`config.mk`:
```
export PLATFORM = sky130hd
export DESIGN_NAME = elt_cell
export DESIGN_NICKNAME = d
export VERILOG_FILES = /design/src/sv/elt_pkg.sv /design/src/sv/elt_cell.sv
export SDC_FILE = /design/constraint.sdc
export NUM_CORES = 1
export LEC_CHECK = 0
export BUFFER_PORTS_ARGS = -buffer_cell sky130_fd_sc_hd__buf_4
export CAP_MARGIN = 20
export CELL_PAD_IN_SITES_DETAIL_PLACEMENT = 1
export CELL_PAD_IN_SITES_GLOBAL_PLACEMENT = 2
export CORE_UTILIZATION = 28
export DETAILED_ROUTE_END_ITERATION = 8
export PLACE_DENSITY = 0.9
export SYNTH_ARGS = -nofsm -noshare
export SYNTH_HDL_FRONTEND = slang
export SYNTH_SLANG_ARGS = --single-unit
```
`constraint.sdc`:
```
create_clock -name clk -period 3.6 [get_ports clk]
set_input_delay 0.36 -clock clk [delete_from_list [all_inputs] [get_ports clk]]
set_output_delay 0.36 -clock clk [all_outputs]
set_load 0.01 [all_outputs]
```
`src/sv/elt_pkg.sv`:
```
// shared constants and types of the entity location table
package elt_pkg;

	localparam int DEPTH_DEF      = 32;
	localparam int ID_BITS_DEF    = 16;
	localparam int COORD_BITS_DEF = 16;

	localparam logic [2:0] ACT_FIND   = 3'd0;
	localparam logic [2:0] ACT_MOVE   = 3'd1;
	localparam logic [2:0] ACT_REMOVE = 3'd2;
	localparam logic [2:0] ACT_LOCATE = 3'd3;
	localparam logic [2:0] ACT_VIEW   = 3'd4;
	localparam logic [2:0] ACT_CLEAR  = 3'd5;

	localparam logic [2:0] ST_OK       = 3'd0;
	localparam logic [2:0] ST_OCCUPIED = 3'd1;
	localparam logic [2:0] ST_FULL     = 3'd2;
	localparam logic [2:0] ST_NOTFOUND = 3'd3;
	localparam logic [2:0] ST_NULL     = 3'd4;

	typedef struct packed {
		logic move_upd;
		logic append;
		logic remove;
		logic clear;
	} cell_ctl_t;

endpackage

```
`src/sv/elt_cell.sv`:
```
// one slot of the table: stored entry, compares, and neighbor hand-off
module elt_cell #(
	parameter int ID_BITS    = elt_pkg::ID_BITS_DEF,
	parameter int COORD_BITS = elt_pkg::COORD_BITS_DEF
) (
	input  logic                         clk,
	input  logic                         arst_n,
	input  elt_pkg::cell_ctl_t           ctl,
	input  logic        [ID_BITS-1:0]    req_id,
	input  logic signed [COORD_BITS-1:0] req_px,
	input  logic signed [COORD_BITS-1:0] req_py,
	input  logic signed [COORD_BITS-1:0] req_cx,
	input  logic signed [COORD_BITS-1:0] req_cy,
	input  logic                         prev_used,
	input  logic                         prev_kill,
	input  logic                         next_used,
	input  logic        [ID_BITS-1:0]    next_id,
	input  logic signed [COORD_BITS-1:0] next_x,
	input  logic signed [COORD_BITS-1:0] next_y,
	output logic                         used,
	output logic        [ID_BITS-1:0]    id,
	output logic signed [COORD_BITS-1:0] x,
	output logic signed [COORD_BITS-1:0] y,
	output logic                         match_id,
	output logic                         match_pos,
	output logic                         hit,
	output logic                         kill
);

	logic                         used_q;
	logic        [ID_BITS-1:0]    id_q;
	logic signed [COORD_BITS-1:0] x_q;
	logic signed [COORD_BITS-1:0] y_q;
	logic                         tail;

	assign match_id  = used_q && (id_q == req_id);
	assign match_pos = used_q && (x_q == req_px) && (y_q == req_py);
	assign hit       = used_q && (x_q >= req_px) && (x_q <= req_cx)
		&& (y_q >= req_py) && (y_q <= req_cy);
	assign kill      = prev_kill || match_id;
	// first free slot
	assign tail      = prev_used && !used_q;

	always_ff @(posedge clk or negedge arst_n) begin
		if (!arst_n) begin
			used_q <= 1'b0;
		end else if (ctl.clear) begin
			used_q <= 1'b0;
		end else if (ctl.append && tail) begin
			used_q <= 1'b1;
		end else if (ctl.remove && kill) begin
			used_q <= next_used;
		end
	end

	always_ff @(posedge clk) begin
		if (ctl.append && tail) begin
			id_q <= req_id;
			x_q  <= req_px;
			y_q  <= req_py;
		end else if (ctl.move_upd && match_id) begin
			x_q <= req_px;
			y_q <= req_py;
		end else if (ctl.remove && kill) begin
			id_q <= next_id;
			x_q  <= next_x;
			y_q  <= next_y;
		end
	end

	assign used = used_q;
	assign id   = id_q;
	assign x    = x_q;
	assign y    = y_q;

endmodule

```
[Word-level counts from Yosys, hierarchy flattened]
Index checks and enable logic that the tools add are counted.
Cells by class
  mux-type cells: 12
  reductions and logical operators: 17
  order comparisons: 4
  eq/ne operators: 4
Operator list (number)
  16-bit two-way mux: 9
  16-bit == test: 3
  16-bit greater-or-equal comparator: 2
  16-bit less-or-equal comparator: 2
  1-bit logical AND: 11
  3-bit nonzero test: 2
  1-bit two-way mux: 3
  2-bit != test (second input constant): 1
  2-bit AND reduction: 1
  2-bit nonzero test: 1
  1-bit logical NOT: 1
  1-bit logical OR: 1
Word-level totals
  output and inout port bits: 53
  register bits: 49
  bits of input ports: 137

[Longest topological paths before layout]
  word-level depth: 7
  depth in mapped cells: 8
  depth with buffers taken out: 8

[Worst setup path after synthesis]
Ideal clock, no wire load.
  path kind: reg2reg
  from: reg id_q[10], in the netlist id[10]
  to: reg id_q[0], in the netlist id[0] (enable)
  buffers on the path: 0
  slack: 0.426 ns
  cell stages (with the launch flop): 7
  setup time: 0.411 ns
  period minus slack after synthesis: 3.174 ns
  arrival: 2.762 ns
  required time: 3.189 ns
  cell sequence: edfxtp_1 xor2_1 nor4_1 nand2_1 nor4_1 mux2i_1 o21ai_0
Between the ends
  longest elaborated chain between the ends: 6
  elaborated cells between the ends (all ways): 8
  classes of those cells: eq/ne: 2; reduce/logical: 6
Ends and longest elaborated chain
  from (decl): line elt_cell.sv:31  | logic [ID_BITS-1:0] id_q;
  from (signal assigned): line elt_cell.sv:58  | id_q <= req_id;
  from (signal assigned): line elt_cell.sv:65  | id_q <= next_id;
  16-bit == test (*): line elt_cell.sv:36  | assign match_id = used_q && (id_q == req_id);
  1-bit logical AND (*): line elt_cell.sv:36
  1-bit logical OR: line elt_cell.sv:40  | assign kill = prev_kill || match_id;
  1-bit logical AND: line elt_cell.sv:64  | end else if (ctl.remove && kill) begin
  2-bit nonzero test (no line)
  2-bit AND reduction (no line) (*)
Mark *: on every way between the ends. The rest lies on a longest branch, timed or not.
A chain may end at the register's enable or synchronous reset.

[Worst setup path after layout]
  from: reg y_q[14], in the netlist y[14]
  to: out hit
Between the ends
  longest elaborated chain between the ends: 3
  elaborated cells between the ends (all ways): 4
  classes of those cells: order compare: 2; reduce/logical: 2
Ends and longest elaborated chain
  from (decl): line elt_cell.sv:33  | logic signed [COORD_BITS-1:0] y_q;
  from (signal assigned): line elt_cell.sv:60  | y_q <= req_py;
  from (signal assigned): line elt_cell.sv:63  | y_q <= req_py;
  from (signal assigned): line elt_cell.sv:67  | y_q <= next_y;
  16-bit greater-or-equal comparator: line elt_cell.sv:39  | && (y_q >= req_py) && (y_q <= req_cy);
  1-bit logical AND: line elt_cell.sv:39
  1-bit logical AND (*): line elt_cell.sv:39
  to (decl): line elt_cell.sv:26  | output logic hit,
Marked as above.

==> metrics <==
H-tree depth=2; Hold Path Sink=used; endpoints failing hold=0; Worst EP arrival=2.64 ns; global placement routability congestion=0.779; EDFF count, synth=48; Mapped Area=4120 sq um; Clock Path Buffers=2; R2R Path End=id[6]; Int Pwr=1.26 mW; Synth warnings=0; Initial DRC Count=82; CP cell instances=ha_1, nand4_1, a2111oi_0, o41a_1, o31ai_1, nor4_1, buf_4; peak supply drop=0.000186 V; Worst slew margin=53.0%; Syn Nets=577; clock power share=27.3%; Crit-path slowest cell=a2111oi_0; Reg2Reg Setup Slack=0.73 ns; Final nets=773; fin crit share=83.3%; Crit path max-delay family=compound AO/OA/AOI/OAI gates; Pwr per Cell Area=305 nW/um^2; Gate power share=31.8%; Setup CP Type=reg -> out; Startpoint Class=flip-flop; Detail Route Antenna Nets=0; Yosys reg bits=49; initial core utilization=29.2%; Final WS setup=0.600 ns; first-pass GRT wire length=19300 microns; largest cells by area after synthesis=edfxtp_1, ha_1, mux2_4; die area=15200 sq um; Port-buffer cells=189; total core area=14100 sq um; RR Startpoint=id[10]; Final Util=41.7%; PostCTS Resize Cnt=0; max frequency=0.333 GHz; Routed Wire Length=12300 microns; min-delay src=ctl[0]; Clock transition at path regs=0.07 ns; sequential share of power=40.9%; drt pass-1 iters=4; initial antenna violation count=0; Die Ht=123 microns; final setup violation count=0; Synth area leader=edfxtp_1; I/O pin total=190; Sw Share=29.3%; Die Wd=123 microns; Inserted Clock Buffers=5; CTS Root Cell=clkbuf_16; fin crit period=3.00 ns; setup TNS=0 ns; total chip power=1.79 mW; # Max-Cap Violations=0; critical path depth in cells=7; Yosys top cell area share=35.0%; per-cell routed wire length=16.3 microns; Async SR Flop Fraction=2.04%; delay of the slowest critical-path stage=0.68 ns; Setup crit start=y[14]; GR Overflow Total=0; status=complete, no violations; Crit path buffers/inverters=1; largest net degree at the start of global routing=33; net switching power=0.525 mW; CTS tree=yes; top_reg_cell synth=edfxtp_1; Mapped Cells=376; Worst Path Required=3.24 ns; clk_skew=0.00879 ns; Slew Limit Fails=0; DP Worst Slack=0.619 ns; Hold WS=0.230 ns; number of diodes=0; Setup Buffers After CTS=0; Sink Count=49; vias in the first global route=3780; placed cell count=744; drt via density=4.71; Worst Path Max Fanout=4; post-synthesis sequential area ratio=35.6%; RSZ-0062 raised after global routing=false; synthesized area per cell=10.9 sq um; Leak=2.89 nW; Clk Latency, worst-skew pair=0.30 ns; total track usage=16.7%; Final Non-Filler Cells=753; share of cells above drive strength 1=44.2%; Vias=3549; FILL cells=1613; DRC=0; Worst-Margin Slew=0.687 ns; Final Cell Area=5870 sq um; R2R depth=7; synth-to-layout area growth=42.7%; CP endpoint kind=output port; dpl cell area=5720 sq um; worst hold path stage count=2; worst hold-check path type=in -> reg; Unique masters post-synth=42; Rows=43; Detail Placement HPWL=10700 microns
cell type report:
class                   count  area (sq um)  share of cell area (%)
clock buffers               5           125                    2.13
clock inverters             3          21.3                   0.362
inverters                  66           248                    4.22
multi-input cells         255          2320                    39.5
flip-flops and latches     49          1470                    25.0
well taps                 180           225                    3.83
repair buffers            195          1470                    25.0
cell usage in the layout (no fill, tap or decap), types with 4 or more instances in the layout:
cell type  instances
nand2_1           21
edfxtp_1          48
nor3_1             4
nor2_1             7
a21o_1             4
inv_1             66
ha_1              64
nand3_1            8
clkbuf_16          5
nor4_1             8
buf_4            194
xor2_1             8
a21oi_1           22
nand4_1           12
mux2_4            29
o21ai_0            9
mux2_2            19
xnor2_1            8
worst reg2reg max path: cells and delay by family, from the launching register on:
kind / cells / cell delay, ns
AND/OR/NAND/NOR: 3 / 1.06
AO/OA/AOI/OAI: 1 / 0.47
flip-flops: 1 / 0.41
buffers and inverters: 1 / 0.30
multiplexers: 1 / 0.17
XOR/XNOR: 1 / 0.16
cell usage after synthesis (all sizes together) (2+ instances only):
library cell / count
a211oi: 3
nand4: 12
a21o: 4
mux2: 48
nand3b: 3
xnor2: 8
edfxtp: 48
o21a: 2
mux2i: 3
nand3: 8
a21oi: 22
nand2: 21
and3: 2
buf: 4
clkbuf: 2
ha: 64
xor2: 8
nor2b: 2
inv: 66
nor3: 4
nor4: 9
nor2: 7
o21ai: 10
power groups by stage:
stage / Clock (mW) / Combinational, mW / Sequential, mW
after global routing: 0.525 / 0.635 / 0.739
after detailed placement: 0 / 0.575 / 0.746
final: 0.488 / 0.569 / 0.732
after global placement: 0 / 0.556 / 0.744
after CTS: 0.505 / 0.580 / 0.733
after floorplan: 0 / 0.282 / 0.755
logic make-up after synthesis:
group	count (synthesis)	share of synthesized area (%)
adder cells (fa/ha/maj)	64	19.5
multiplexers	51	16.5
AO/OA/AOI/OAI	53	7.97
flip-flops	49	35.6
buffers and inverters	72	7.94
AND/OR/NAND/NOR	71	9.09
XOR/XNOR	16	3.41
registers in the layout, summed over array words and instances, names as in the netlist:
register / flops
id: 16
x: 16
y: 16
used: 1
routing by layer:
metal  track usage [%]  up-vias  wire length [microns]
met1              19.9     1661                   5230
li1                  -     1749                      -
met4              3.39        0                    106
met2              28.6      129                   5830
met3              6.13       10                   1120
met5                 0        -                      0
worst max-delay path by stage:
| stage | slack, ns | endpoint |
|---|---|---|
| 6_report | 0.60 | hit |
| 5_1_grt | 0.41 | hit |
| 4_1_cts | 0.54 | hit |
| 3_5_place_dp | 0.62 | id[0] |
| 3_3_place_gp | 0.78 | id[0] |
| 2_1_floorplan | 0.43 | id[0] |
what timing repair did:
action	in CTS	in global routing
hold endpoints to repair	1	0
setup endpoints to repair	0	0
hold buffers	1	0
Power figures use the tool's default switching activity.
